===== src/sv/i2cmb_pkg.sv =====
package i2cmb_pkg;

    // Command codes of an input beat; the same codes name the operation in progress.
    typedef enum logic [2:0] {
        CMD_TICK  = 3'd0,
        CMD_START = 3'd1,
        CMD_STOP  = 3'd2,
        CMD_WRITE = 3'd3,
        CMD_READ  = 3'd4,
        CMD_RACK  = 3'd5,
        CMD_ACK   = 3'd6,
        CMD_NACK  = 3'd7
    } cmd_t;

    // With no operation in progress the operation register holds the tick code.
    localparam cmd_t OP_IDLE = CMD_TICK;

    // Register map: one 32-bit register, selected by paddr[2].
    localparam int  PADDR_W         = 3;
    localparam logic REG_HALF_PERIOD = 1'b0;
    localparam logic [15:0] HALF_PERIOD_RESET = 16'd5;

    localparam int BYTE_W = 8;
    localparam logic [3:0] BITS_PER_BYTE = 4'd8;

    // One input beat.
    typedef struct packed {
        cmd_t              cmd;
        logic [BYTE_W-1:0] write_data;
        logic              sda_in;
    } item_t;

    // One result beat.
    typedef struct packed {
        logic              scl_out;
        logic              sda_out;
        logic              busy_res;
        logic              done_res;
        logic [BYTE_W-1:0] read_data;
        logic              ack_bit;
        logic              rejected;
    } res_t;

endpackage


===== src/sv/i2cmb_apb_regs.sv =====
module i2cmb_apb_regs
    import i2cmb_pkg::*;
(
    input  logic               aclk,
    input  logic               aresetn,
    input  logic               psel,
    input  logic               penable,
    input  logic               pwrite,
    input  logic [PADDR_W-1:0] paddr,
    input  logic [31:0]        pwdata,
    output logic [31:0]        prdata,
    output logic               pready,
    output logic [15:0]        half_period
);

    logic [15:0] half_period_reg;
    logic        wr_en;

    // The register is written in the access cycle of a write.
    assign wr_en  = psel && penable && pwrite && (paddr[2] == REG_HALF_PERIOD);
    assign pready = 1'b1;

    always_ff @(posedge aclk) begin
        if (!aresetn) begin
            half_period_reg <= HALF_PERIOD_RESET;
        end else if (wr_en) begin
            half_period_reg <= pwdata[15:0];
        end
    end

    // Read back; addresses beyond the register read as zero.
    always_comb begin
        if (paddr[2] == REG_HALF_PERIOD) begin
            prdata = {16'd0, half_period_reg};
        end else begin
            prdata = 32'd0;
        end
    end

    assign half_period = half_period_reg;

endmodule


===== src/sv/i2cmb_seq.sv =====
module i2cmb_seq
    import i2cmb_pkg::*;
(
    input  logic        aclk,
    input  logic        aresetn,
    input  logic        step,
    input  item_t       item,
    input  logic [15:0] half_period,
    output res_t        res
);

    cmd_t              op_reg, op_next;
    logic              phase_reg, phase_next;
    logic [15:0]       wait_reg, wait_next;
    logic [3:0]        bit_reg, bit_next;
    logic [BYTE_W-1:0] shift_reg, shift_next;
    logic              scl_reg, scl_next;
    logic              sda_reg, sda_next;
    logic              ack_reg, ack_next;
    logic [BYTE_W-1:0] last_read_reg, last_read_next;

    logic [15:0]       hp_eff;
    logic [15:0]       wait_sum;
    logic [3:0]        bit_inc;
    logic [BYTE_W-1:0] shifted;
    logic [2:0]        drive_idx;
    logic              done;
    logic              rej;

    // State registers.
    always_ff @(posedge aclk) begin
        if (!aresetn) begin
            op_reg        <= OP_IDLE;
            phase_reg     <= 1'b0;
            wait_reg      <= 16'd0;
            bit_reg       <= 4'd0;
            shift_reg     <= '0;
            scl_reg       <= 1'b1;
            sda_reg       <= 1'b1;
            ack_reg       <= 1'b1;
            last_read_reg <= '0;
        end else if (step) begin
            op_reg        <= op_next;
            phase_reg     <= phase_next;
            wait_reg      <= wait_next;
            bit_reg       <= bit_next;
            shift_reg     <= shift_next;
            scl_reg       <= scl_next;
            sda_reg       <= sda_next;
            ack_reg       <= ack_next;
            last_read_reg <= last_read_next;
        end
    end

    // A zero half period counts as one tick.
    assign hp_eff    = (half_period == 16'd0) ? 16'd1 : half_period;
    assign wait_sum  = wait_reg + 16'd1;
    assign bit_inc   = bit_reg + 4'd1;
    assign shifted   = {shift_reg[BYTE_W-2:0], item.sda_in};
    assign drive_idx = 3'd7 - bit_inc[2:0];

    // Next state per beat: start or reject a command, or advance the timer on a tick.
    always_comb begin
        op_next        = op_reg;
        phase_next     = phase_reg;
        wait_next      = wait_reg;
        bit_next       = bit_reg;
        shift_next     = shift_reg;
        scl_next       = scl_reg;
        sda_next       = sda_reg;
        ack_next       = ack_reg;
        last_read_next = last_read_reg;
        done           = 1'b0;
        rej            = 1'b0;

        if (item.cmd != CMD_TICK) begin
            if (op_reg != OP_IDLE) begin
                rej = 1'b1;
            end else begin
                op_next    = item.cmd;
                phase_next = 1'b0;
                wait_next  = 16'd0;
                bit_next   = 4'd0;
                if (item.cmd == CMD_START) begin
                    scl_next = 1'b1;
                    sda_next = 1'b1;
                end else if (item.cmd == CMD_STOP) begin
                    scl_next = 1'b0;
                    sda_next = 1'b0;
                end else begin
                    // Bit commands keep SCL where it is and set up the first SDA level.
                    shift_next = (item.cmd == CMD_WRITE) ? item.write_data : '0;
                    if (item.cmd == CMD_WRITE) begin
                        sda_next = item.write_data[BYTE_W-1];
                    end else if (item.cmd == CMD_ACK) begin
                        sda_next = 1'b0;
                    end else begin
                        sda_next = 1'b1;
                    end
                end
            end
        end else if (op_reg != OP_IDLE) begin
            if (wait_sum >= hp_eff) begin
                wait_next = 16'd0;
                if (op_reg == CMD_START) begin
                    if (!phase_reg) begin
                        sda_next   = 1'b0;
                        phase_next = 1'b1;
                    end else begin
                        scl_next = 1'b0;
                        done     = 1'b1;
                    end
                end else if (op_reg == CMD_STOP) begin
                    if (!phase_reg) begin
                        scl_next   = 1'b1;
                        phase_next = 1'b1;
                    end else begin
                        sda_next = 1'b1;
                        done     = 1'b1;
                    end
                end else if (!phase_reg) begin
                    scl_next   = 1'b1;
                    phase_next = 1'b1;
                end else begin
                    // End of the SCL-high phase: sample SDA and drop SCL.
                    scl_next = 1'b0;
                    bit_next = bit_inc;
                    if (op_reg == CMD_READ) begin
                        shift_next = shifted;
                    end
                    if (op_reg == CMD_RACK) begin
                        ack_next = item.sda_in;
                    end
                    if ((op_reg == CMD_WRITE || op_reg == CMD_READ)
                        && bit_inc < BITS_PER_BYTE) begin
                        phase_next = 1'b0;
                        sda_next   = (op_reg == CMD_WRITE) ? shift_reg[drive_idx] : 1'b1;
                    end else begin
                        if (op_reg == CMD_READ) begin
                            last_read_next = shifted;
                        end
                        done = 1'b1;
                    end
                end
                if (done) begin
                    op_next    = OP_IDLE;
                    phase_next = 1'b0;
                end
            end else begin
                wait_next = wait_sum;
            end
        end
    end

    // Result of this beat, taken from the updated state.
    always_comb begin
        res.scl_out   = scl_next;
        res.sda_out   = sda_next;
        res.busy_res  = (op_next != OP_IDLE);
        res.done_res  = done;
        res.read_data = last_read_next;
        res.ack_bit   = ack_next;
        res.rejected  = rej;
    end

endmodule


===== src/sv/i2c_master_bit_engine.sv =====
// Channel   Dir  Handshake            Payload
// s_        in   s_valid / s_ready    s_cmd, s_write_data, s_sda_in
// m_        out  m_valid / m_ready    m_scl_out, m_sda_out, m_busy_res, m_done_res,
//                                     m_read_data, m_ack_bit, m_rejected
// apb       in   psel / penable       paddr, pwdata, pwrite; prdata, pready
//
// Each beat is held in the input register; when it moves on, the sequencer state
// and the result register are written together.
// One beat per cycle is sustained while the output is not stalled.
// A stalled result holds the output register; the input register still takes one more beat.
// Reset (aresetn low, synchronous) empties both registers, releases SCL and SDA and
// loads half_period with 5.
module i2c_master_bit_engine
    import i2cmb_pkg::*;
(
    input  logic               aclk,
    input  logic               aresetn,

    input  logic               s_valid,
    output logic               s_ready,
    input  logic [2:0]         s_cmd,
    input  logic [7:0]         s_write_data,
    input  logic               s_sda_in,

    output logic               m_valid,
    input  logic               m_ready,
    output logic               m_scl_out,
    output logic               m_sda_out,
    output logic               m_busy_res,
    output logic               m_done_res,
    output logic [7:0]         m_read_data,
    output logic               m_ack_bit,
    output logic               m_rejected,

    input  logic               psel,
    input  logic               penable,
    input  logic               pwrite,
    input  logic [PADDR_W-1:0] paddr,
    input  logic [31:0]        pwdata,
    output logic [31:0]        prdata,
    output logic               pready
);

    logic        in_valid_reg;
    item_t       item_reg;
    logic        out_valid_reg;
    res_t        res_reg;
    res_t        res;
    logic        advance;
    logic [15:0] half_period;

    i2cmb_apb_regs u_regs (
        .aclk        (aclk),
        .aresetn     (aresetn),
        .psel        (psel),
        .penable     (penable),
        .pwrite      (pwrite),
        .paddr       (paddr),
        .pwdata      (pwdata),
        .prdata      (prdata),
        .pready      (pready),
        .half_period (half_period)
    );

    // The held beat moves on whenever the output register is free or being emptied.
    assign advance = in_valid_reg && (!out_valid_reg || m_ready);
    assign s_ready = !in_valid_reg || advance;

    // Input register.
    always_ff @(posedge aclk) begin
        if (!aresetn) begin
            in_valid_reg <= 1'b0;
        end else if (s_ready) begin
            in_valid_reg <= s_valid;
        end
    end

    always_ff @(posedge aclk) begin
        if (s_valid && s_ready) begin
            item_reg <= '{cmd: cmd_t'(s_cmd), write_data: s_write_data, sda_in: s_sda_in};
        end
    end

    i2cmb_seq u_seq (
        .aclk        (aclk),
        .aresetn     (aresetn),
        .step        (advance),
        .item        (item_reg),
        .half_period (half_period),
        .res         (res)
    );

    // Result register.
    always_ff @(posedge aclk) begin
        if (!aresetn) begin
            out_valid_reg <= 1'b0;
        end else if (advance) begin
            out_valid_reg <= 1'b1;
        end else if (m_ready) begin
            out_valid_reg <= 1'b0;
        end
    end

    always_ff @(posedge aclk) begin
        if (advance) begin
            res_reg <= res;
        end
    end

    assign m_valid     = out_valid_reg;
    assign m_scl_out   = res_reg.scl_out;
    assign m_sda_out   = res_reg.sda_out;
    assign m_busy_res  = res_reg.busy_res;
    assign m_done_res  = res_reg.done_res;
    assign m_read_data = res_reg.read_data;
    assign m_ack_bit   = res_reg.ack_bit;
    assign m_rejected  = res_reg.rejected;

    // A rejected command leaves the running operation in place.
    a_rej_busy: assert property (@(posedge aclk) disable iff (!aresetn)
        (m_valid && m_rejected) |-> m_busy_res)
        else $error("rejected result without a busy sequencer");

    // A finished operation leaves the sequencer idle.
    a_done_idle: assert property (@(posedge aclk) disable iff (!aresetn)
        (m_valid && m_done_res) |-> !m_busy_res)
        else $error("done result while still busy");

    // A beat that moves on shows up in the result register on the next cycle.
    a_advance: assert property (@(posedge aclk) disable iff (!aresetn)
        advance |=> out_valid_reg)
        else $error("advanced beat lost before the result register");

    // Input is refused only when both registers are full and the output is stalled.
    a_ready: assert property (@(posedge aclk) disable iff (!aresetn)
        !s_ready |-> (in_valid_reg && out_valid_reg && !m_ready))
        else $error("input refused without back-pressure");

endmodule


===== config.mk =====
export PLATFORM = sky130hd
export DESIGN_NAME = i2c_master_bit_engine
export DESIGN_NICKNAME = d
export VERILOG_FILES = /design/src/sv/i2cmb_pkg.sv /design/src/sv/i2cmb_apb_regs.sv /design/src/sv/i2cmb_seq.sv /design/src/sv/i2c_master_bit_engine.sv
export SDC_FILE = /design/constraint.sdc
export NUM_CORES = 1
export LEC_CHECK = 0
export BUFFER_PORTS_ARGS = -buffer_cell sky130_fd_sc_hd__buf_2
export CORE_MARGIN = 2
export CORE_UTILIZATION = 55
export DETAILED_ROUTE_END_ITERATION = 6
export GPL_TIMING_DRIVEN = 0
export PLACE_DENSITY = 0.88
export SETUP_SLACK_MARGIN = 0.15
export SKIP_LAST_GASP = 1
export SYNTH_ARGS = -nofsm -noshare
export SYNTH_HDL_FRONTEND = slang
export SYNTH_SLANG_ARGS = --single-unit
export TNS_END_PERCENT = 20

===== constraint.sdc =====
create_clock -name aclk -period 5.1 [get_ports aclk]
set_input_delay 1.02 -clock aclk [delete_from_list [all_inputs] [get_ports aclk]]
set_output_delay 1.02 -clock aclk [all_outputs]
set_load 0.03 [all_outputs]

Yosys cells after proc, flatten, opt, wreduce, memory -nomap -nowiden
Cells that the tools add are included.
Word-level totals
  input port bits: 54
  logic and storage cells: 161
  flip-flop bits (word level): 87
Cells by class
  equality and inequality tests: 14
  add/subtract/negate cells: 3
  order comparisons: 3
  reductions and logical operators: 25
  bitwise gates (word level): 3
  muxes and demuxes: 91
Operator list (number)
  two-way mux 8 bit: 19
  two-way mux 16 bit: 6
  two-way mux 1 bit: 53
  two-way mux 4 bit: 7
  adder 16 x 1 -> 16 bit, second input constant: 1
  greater-or-equal comparator 16 bit: 1
  logical NOT 16 bit: 1
  two-way mux 3 bit: 5
  equality test 3 x 2 -> 1 bit, second input constant: 4
  AND reduction 10 bit: 1
  nonzero test 2 bit: 5
  equality test 3 bit, second input constant: 3
  nonzero test 3 bit: 3
  inequality test 2 x 1 -> 1 bit, second input constant: 4
  AND reduction 7 bit: 1
  equality test 3 x 1 -> 1 bit, second input constant: 2
  logical AND 1 bit: 6
  adder 4 x 1 -> 4 bit, second input constant: 1
  < comparator 3 x 4 -> 1 bit, second input constant: 1
  < comparator 4 bit, second input constant: 1
  AND reduction 4 bit: 1
  binary-select mux 1 bit (select 3 bit): 1
  logical OR 1 bit: 3
  NOT 1 bit: 3
  other kinds (5): 6

Depth between registers and ports, before layout
Gate-level depths: netlist (run 1).
  word-level depth: 15
  gate-level depth with buffers: 16
  mapped depth without buffers: 12

By module
A second synthesis (run 1) with hierarchy kept.
Second synthesis, totals
  cell total of the unflattened synthesis: 561
  area total of the unflattened synthesis: 5127.4 µm²
By module, submodules not included
  i2cmb_seq: times used 1, seq. area each 860.8 µm², cells each 420, area each 3325.7 µm²
  i2cmb_apb_regs: times used 1, seq. area each 320.3 µm², cells each 106, area each 917.1 µm²
  i2c_master_bit_engine: times used 1, seq. area each 820.8 µm², cells each 35, area each 884.6 µm²

Worst setup path after synthesis (run 1)
Ideal clock, no wire load.
  path type: register -> register
  start: register u_seq.wait_reg[2]
  end: register res_reg (netlist bit m_read_data[0]), data pin
  arrival: 3.452 ns
  slack: 1.386 ns
  clock period less this slack: 3.714 ns
  library setup time: 0.262 ns
  path buffers: 3
  cell stages (with the launch flop): 16
  required time: 4.838 ns
  path through: dfxtp_1 -> and3_1 -> and3_1 -> clkbuf_1 -> and4_1 -> clkbuf_1 -> nand3_1 -> xnor2_1 -> ha_1 -> nand4_1 -> nor3_1 -> a2111o_1 -> a21oi_2 -> or4_1 -> buf_4 -> mux2_1
RTL lines
  start: declaration: line i2cmb_seq.sv:14  | logic [15:0] wait_reg, wait_next;
  start signal: assignment: line i2cmb_seq.sv:45  | wait_reg <= wait_next;
  end signal: assignment: line i2c_master_bit_engine.sv:106  | res_reg <= res;
  end: declaration: line i2c_master_bit_engine.sv:47  | res_t res_reg;

Worst setup path after layout (run 1)
  start: register u_seq.wait_reg[2]
  end: register u_seq.wait_reg[1]
On the way
  cells in the longest elaborated chain, start to end: 5
Ends and longest elaborated chain
  adder 16 x 1 -> 16 bit: line i2cmb_seq.sv:57  | assign wait_sum = wait_reg + 16'd1;
  greater-or-equal comparator 16 bit: line i2cmb_seq.sv:103  | if (wait_sum >= hp_eff) begin
  two-way mux 16 bit: line i2cmb_seq.sv:103
  two-way mux 16 bit: line i2cmb_seq.sv:102  | end else if (op_reg != OP_IDLE) begin
  two-way mux 16 bit: line i2cmb_seq.sv:76  | if (item.cmd != CMD_TICK) begin
No other way between the ends. The select of a mux whose other input is x is not followed.
A chain may end at the register's enable or synchronous reset.

==> results.py, run 1 <==
metrics = {
    "synthesis": {
        "synth_top_flop_cell": "dfxtp_1",
        "yosys_warnings": 0,
        "synth-seq-cells": 87,
        "synth_compound_area_share_pct": 16.0,
        "synthMuxAreaShare_pct": 6.08,
        "ys_seq_area_share_pct": 41.9,
        "yosys.area_share.simple_pct": 20.3,
        "ys_top_cells_by_count": "73 x nand2_1, 61 x dfxtp_1, 40 x a21oi_1, 35 x nor2_1, 30 x nand3_1",
        "synthTopCellsByArea": "dfxtp_1 26%, edfxtp_1 16%, nand2_1 5.7%",
        "syn_area_um2": 4770,
        "synth_top_area_share_pct": 25.6,
        "synthAdderAreaFrac_pct": 4.98,
        "synth_xor_area_share_pct": 2.94,
        "synth-async-reset-ratio_pct": 0,
        "synth_top_cell_by_area": "dfxtp_1",
        "syn_avg_cell_area_um2": 8.84,
        "synthCells": 540,
        "yosysMostFrequentCell": "nand2_1",
        "synth_top_family_by_area": "simple AND/OR/NAND/NOR gates",
        "synth_edf_count": 26,
        "synthDistinctLibCells": 57,
    },
    "cts": {
        "post_cts_buffers": 0,
        "cts_tree": "built",
        "cts_sinks": 87,
        "ctsHoldBuffers": 0,
        "cts_buffers": 9,
        "clock_path_buffers": 2,
        "htreeDepth": 3,
        "clk_latency_ns": 0.36,
        "cts.clk_slew.worst_paths_ns": 0.09,
        "post_cts_resize_count": 0,
        "cts-root-buf": "clkbuf_8",
    },
    "final_layout": {
        "finalNonFillerCells": 742,
        "drive_above_1_share_pct": 18.7,
        "nFillCells": 633,
        "syn2layout_area_growth_pct": 14.8,
        "multi_input_area_um2": 2460,
        "insertedDiodeCount": 0,
        "nets": 705,
        "seqCellArea_um2": 2000,
    },
    "setup_path": {
        "r2r_cells": 16,
        "cp.arrival_ns": 4.67,
        "critPathMaxFanout": 10,
        "ff2ff_setup_slack_ns": 0.71,
        "endpoint_kind": "register",
        "criticalPathCategory": "register to register",
        "timing.rr.end": "u_seq.wait_reg[1]",
        "r2r-start": "u_seq.wait_reg[2]",
        "required_ns": 5.38,
        "cp-startpoint": "u_seq.wait_reg[2]",
        "start_kind": "register",
    },
    "sta": {
        "finalHoldViolCount": 0,
        "setup_viol": 0,
        "tightestPinTransition_ns": 1.20,
        "period_needed_ns": 4.39,
        "rsz0062_at_grt": "false",
        "fin_ws_ns": 0.709,
        "finalClockSkew_ns": 0.0113,
        "drv_slew": 0,
        "slew_headroom_pct": 19.4,
        "whs_ns": 0.480,
        "clock.fmax_mhz": 228,
        "fin_crit_sh_pct": 86.1,
        "setup_tns_ns": 0,
    },
    "drt": {
        "drc_errors": 0,
        "ant_nets": 0,
        "wl_per_cell_um": 15.6,
        "vias_per_cell": 5.89,
        "totalWireLength_um": 11600,
        "first_iter_violations": 479,
        "num_vias": 4371,
        "drtPass1Iterations": 6,
    },
    "worst_hold_path": {
        "holdPathStages": 2,
        "worstHoldEndpoint": "u_seq.last_read_reg[3]",
        "hp-class": "register to register",
        "hp-start": "u_seq.last_read_reg[3]",
    },
    "floorplanning": {
        "fp.dieArea_um2": 9440,
        "io_pins": 103,
        "die_w_um": 97.2,
        "die_height_um": 97.2,
        "core_area_um2": 8300,
        "start_util_pct": 57.5,
        "rows": 33,
    },
    "global_routing": {
        "antenna_found_initial": 0,
        "grt_start_max_net_pins": 24,
        "grt_overflow": 0,
        "grt.total_usage_pct": 24.4,
        "grt_pass1_vias": 4129,
        "grt_pass1_wl_um": 19100,
    },
    "place": {
        "place.gp.congestion": 0.962,
        "hpwl_um": 8620,
        "dp_slack_ns": 0.875,
        "port_buffers": 66,
        "dpl.cell_count": 726,
    },
    "pwr": {
        "p_per_area_nw_per_um2": 255,
        "power_mw": 1.40,
        "peakVddDrop_mv": 0.193,
        "power.leakage_nw": 2.21,
    },
    "status": {
        "status": "finished clean",
    },
    "run": {
        "drv_cap": 0,
    },
}
## worst max-delay path: stages, from the launching register on
cell and delay [ns]:
dfxtp_1 0.45, and3_1 0.23, and3_1 0.16, clkbuf_1 0.28
and4_1 0.23, clkbuf_1 0.22, nand3_1 0.13, xnor2_1 0.25
ha_1 0.29, a211oi_1 0.25, nor2_1 0.08, a2111o_1 0.47
a211oi_2 0.38, buf_2 0.28, buf_2 0.27, nand3_1 0.13
a21oi_1 0.20
## area by class of cell
cell class	instances	share of cell area [%]
plain buffers	50	4.82
clock buffers	10	2.33
clock inverters	6	1.12
inverters	25	1.80
multi-input cells	393	45.0
flip-flops and latches	87	36.5
well taps	105	2.40
repair buffers	66	6.03
## cell families (layout without fill, tap and decap cells)
family,Yosys count,count (layout)
buffers and inverters,75,157
muxes,24,24
and+or+nand+nor,204,204
AOI/OAI and AO/OA,113,113
other,2,17
adders and majority gates,19,19
xor gates and xnor gates,16,16
DFF,87,87
## per-layer routing
metal	global-route usage (%)	vias to the layer above	share of wire [%]
li1	-	2065	-
met1	31.2	2061	42
met2	40.8	218	47
met3	4.03	27	8.2
met4	10.4	0	2.4
met5	0	-	0
## power breakdown
group	leakage, nW	switching, mW	total [mW]	internal, mW
Combinational	1.40	0.123	0.184	0.0612
Sequential	0.732	0.0113	0.741	0.730
Clock	0.0859	0.249	0.473	0.224
Total	2.21	0.383	1.40	1.02
## placed cells by master, fill, tap and decap left out, types with 16 or more instances in the layout
master,count
dfxtp_1,61
nor3_1,16
conb_1,17
inv_1,23
o21ai_0,20
buf_2,70
ha_1,19
nor2_1,35
nand2_1,73
edfxtp_1,26
nand3_1,30
clkbuf_1,27
a21oi_1,40
buf_4,19
## worst max-delay path by stage
stage                                   end  slack [ns]  depth (start not counted)
after floorplan              m_read_data[0]        1.39                         15
final                     u_seq.wait_reg[1]        0.71                         16
after CTS                    m_read_data[6]        0.82                         15
after global routing      u_seq.wait_reg[1]        0.50                         16
after detailed placement     m_read_data[6]        0.87                         15
after global placement       m_read_data[6]        0.96                         15
## stage by stage
step           area, µm²  utilization, %
2_1_floorplan       4830               -
3_3_place_gp        5290            63.8
3_5_place_dp        5290            63.8
4_1_cts             5480            66.0
5_1_grt             5480            66.0
6_report            5480            66.0
Note: power is estimated with default switching activity, not from simulation.
==> run 2: changes to the inputs <==
--- a/config.mk
+++ b/config.mk
@@ -6,7 +6,6 @@
 export NUM_CORES = 1
 export LEC_CHECK = 0
 export BUFFER_PORTS_ARGS = -buffer_cell sky130_fd_sc_hd__buf_2
-export CORE_MARGIN = 2
 export CORE_UTILIZATION = 55
 export DETAILED_ROUTE_END_ITERATION = 6
 export GPL_TIMING_DRIVEN = 0
==> results.py, run 2 (synthesis gave the netlist of run 1 again) <==
metrics = {
    "drt": {
        "totalWireLength_um": 11400,
        "drc_errors": 0,
        "first_iter_violations": 530,
        "num_vias": 4360,
        "vias_per_cell": 5.88,
        "wl_per_cell_um": 15.4,
        "ant_nets": 0,
        "drtPass1Iterations": 6,
    },
    "cts": {
        "htreeDepth": 3,
        "cts_tree": "built",
        "ctsHoldBuffers": 0,
        "post_cts_buffers": 0,
        "clock_path_buffers": 2,
        "cts.clk_slew.worst_paths_ns": 0.09,
        "post_cts_resize_count": 0,
        "clk_latency_ns": 0.37,
        "cts_sinks": 87,
        "cts_buffers": 9,
        "cts-root-buf": "clkbuf_8",
    },
    "pwr": {
        "p_per_area_nw_per_um2": 249,
        "power.leakage_nw": 2.21,
        "peakVddDrop_mv": 0.188,
        "power_mw": 1.36,
    },
    "final_layout": {
        "syn2layout_area_growth_pct": 14.4,
        "nets": 705,
        "seqCellArea_um2": 2000,
        "nFillCells": 657,
        "mostFrequentLayoutCells": "73 x nand2_1, 70 x buf_2, 61 x dfxtp_1, 40 x a21oi_1, 35 x nor2_1",
        "layout_commonest_cell": "nand2_1",
        "utilization_pct": 65.8,
        "multi_input_area_um2": 2460,
        "drive_above_1_share_pct": 18.9,
        "finalNonFillerCells": 741,
        "insertedDiodeCount": 0,
    },
    "sta": {
        "finalHoldViolCount": 0,
        "period_needed_ns": 4.36,
        "whs_ns": 0.474,
        "tightestPinTransition_ns": 1.24,
        "slew_headroom_pct": 16.8,
        "clock.fmax_mhz": 229,
        "rsz0062_at_grt": "false",
        "drv_slew": 0,
        "fin_crit_sh_pct": 85.4,
        "setup_viol": 0,
        "finalClockSkew_ns": 0.0120,
        "setup_tns_ns": 0,
    },
    "place": {
        "place.gp.congestion": 0.916,
        "hpwl_um": 8550,
        "port_buffers": 66,
        "dpl.cell_count": 726,
    },
    "setup_path": {
        "r2r_cells": 15,
        "worst-path-buf-inv": 3,
        "critPathMaxStageDelay_ns": 0.45,
        "critPathTopFamily": "simple AND/OR/NAND/NOR gates",
        "criticalPathCategory": "register to register",
        "cp.arrival_ns": 4.48,
        "r2r-start": "u_seq.wait_reg[2]",
        "timing.rr.end": "m_read_data[5]",
        "required_ns": 5.22,
        "cp_slowest_cell": "a2111o_1",
        "critPathMaxFanout": 8,
        "start_kind": "register",
        "endpoint_kind": "register",
        "crit_chain": "and3_1 > and3_1 > clkbuf_1 > and4_1 > clkbuf_1 > nand3_1 > xnor2_1 > ha_1 > a211oi_1 > nor2_1 > a2111o_1 > a21oi_2 > or4_1 > buf_4 > mux2_1",
        "ff2ff_setup_slack_ns": 0.74,
    },
    "global_routing": {
        "grt.total_usage_pct": 26.0,
        "grt_pass1_wl_um": 18200,
        "grt_overflow": 0,
        "antenna_found_initial": 0,
        "grt_pass1_vias": 3946,
        "grt_start_max_net_pins": 24,
    },
    "run": {
        "drv_cap": 0,
    },
    "floorplanning": {
        "die_height_um": 95.2,
        "fp.dieArea_um2": 9060,
        "rows": 33,
        "io_pins": 103,
        "die_w_um": 95.2,
        "start_util_pct": 57.5,
        "core_area_um2": 8300,
    },
    "worst_hold_path": {
        "holdPathStages": 2,
        "worstHoldEndpoint": "u_regs.half_period[3]",
        "hp-start": "u_regs.half_period[3]",
        "hp-class": "register to register",
    },
    "status": {
        "status": "finished clean",
    },
}
## run 2: routing by layer
metal	share of wire, %	track usage [%]	up-vias
met3	9.6	5.10	36
li1	-	-	2076
met1	41	33.4	1985
met5	0	0	-
met2	47	42.6	263
met4	2.4	10.9	0
## run 2: where the power goes
part	switching [mW]	internal [mW]	total, mW	leakage (nW)
registers	0.0113	0.730	0.741	0.732
clock network	0.259	0.177	0.436	0.0821
logic	0.124	0.0612	0.185	1.40
total	0.394	0.969	1.36	2.21
## run 2: per-stage QoR
step	setup WS (ns)	cell area (µm²)
after detailed placement	0.888	5290
after floorplan	1.39	4830
after global routing	0.603	5460
final	0.742	5460
after CTS	0.803	5460
after global placement	0.949	5290
## run 2: worst register-to-register path: cells and delay by family, from the launching register on
family	cells	cell delay, ns
adder cells (fa/ha/maj)	1	0.30
AND/OR/NAND/NOR	6	1.05
multiplexers	1	0.35
XOR/XNOR	1	0.28
buffers and inverters	3	0.66
AO/OA/AOI/OAI	3	1.05
flip-flops	1	0.43
## run 2: how the worst max path moves through the flow
stage	cells after the start	end	slack [ns]	start
floorplan	15	m_read_data[0]	1.39	u_seq.wait_reg[2]
CTS	15	m_read_data[5]	0.80	u_seq.wait_reg[2]
detailed placement	15	m_read_data[5]	0.89	u_seq.wait_reg[2]
global route	16	u_seq.ack_reg	0.60	u_seq.wait_reg[2]
finish	15	m_read_data[5]	0.74	u_seq.wait_reg[2]
global placement	15	m_read_data[7]	0.95	u_seq.wait_reg[2]
## run 2: area by class of cell
class	count	area share [%]
timing repair buffer	66	6.05
inverter	25	1.81
tap	105	2.41
sequential	87	36.7
clock buffer	9	2.27
buffer	50	4.83
clock inverter	6	0.848
multi-input combinational	393	45.1
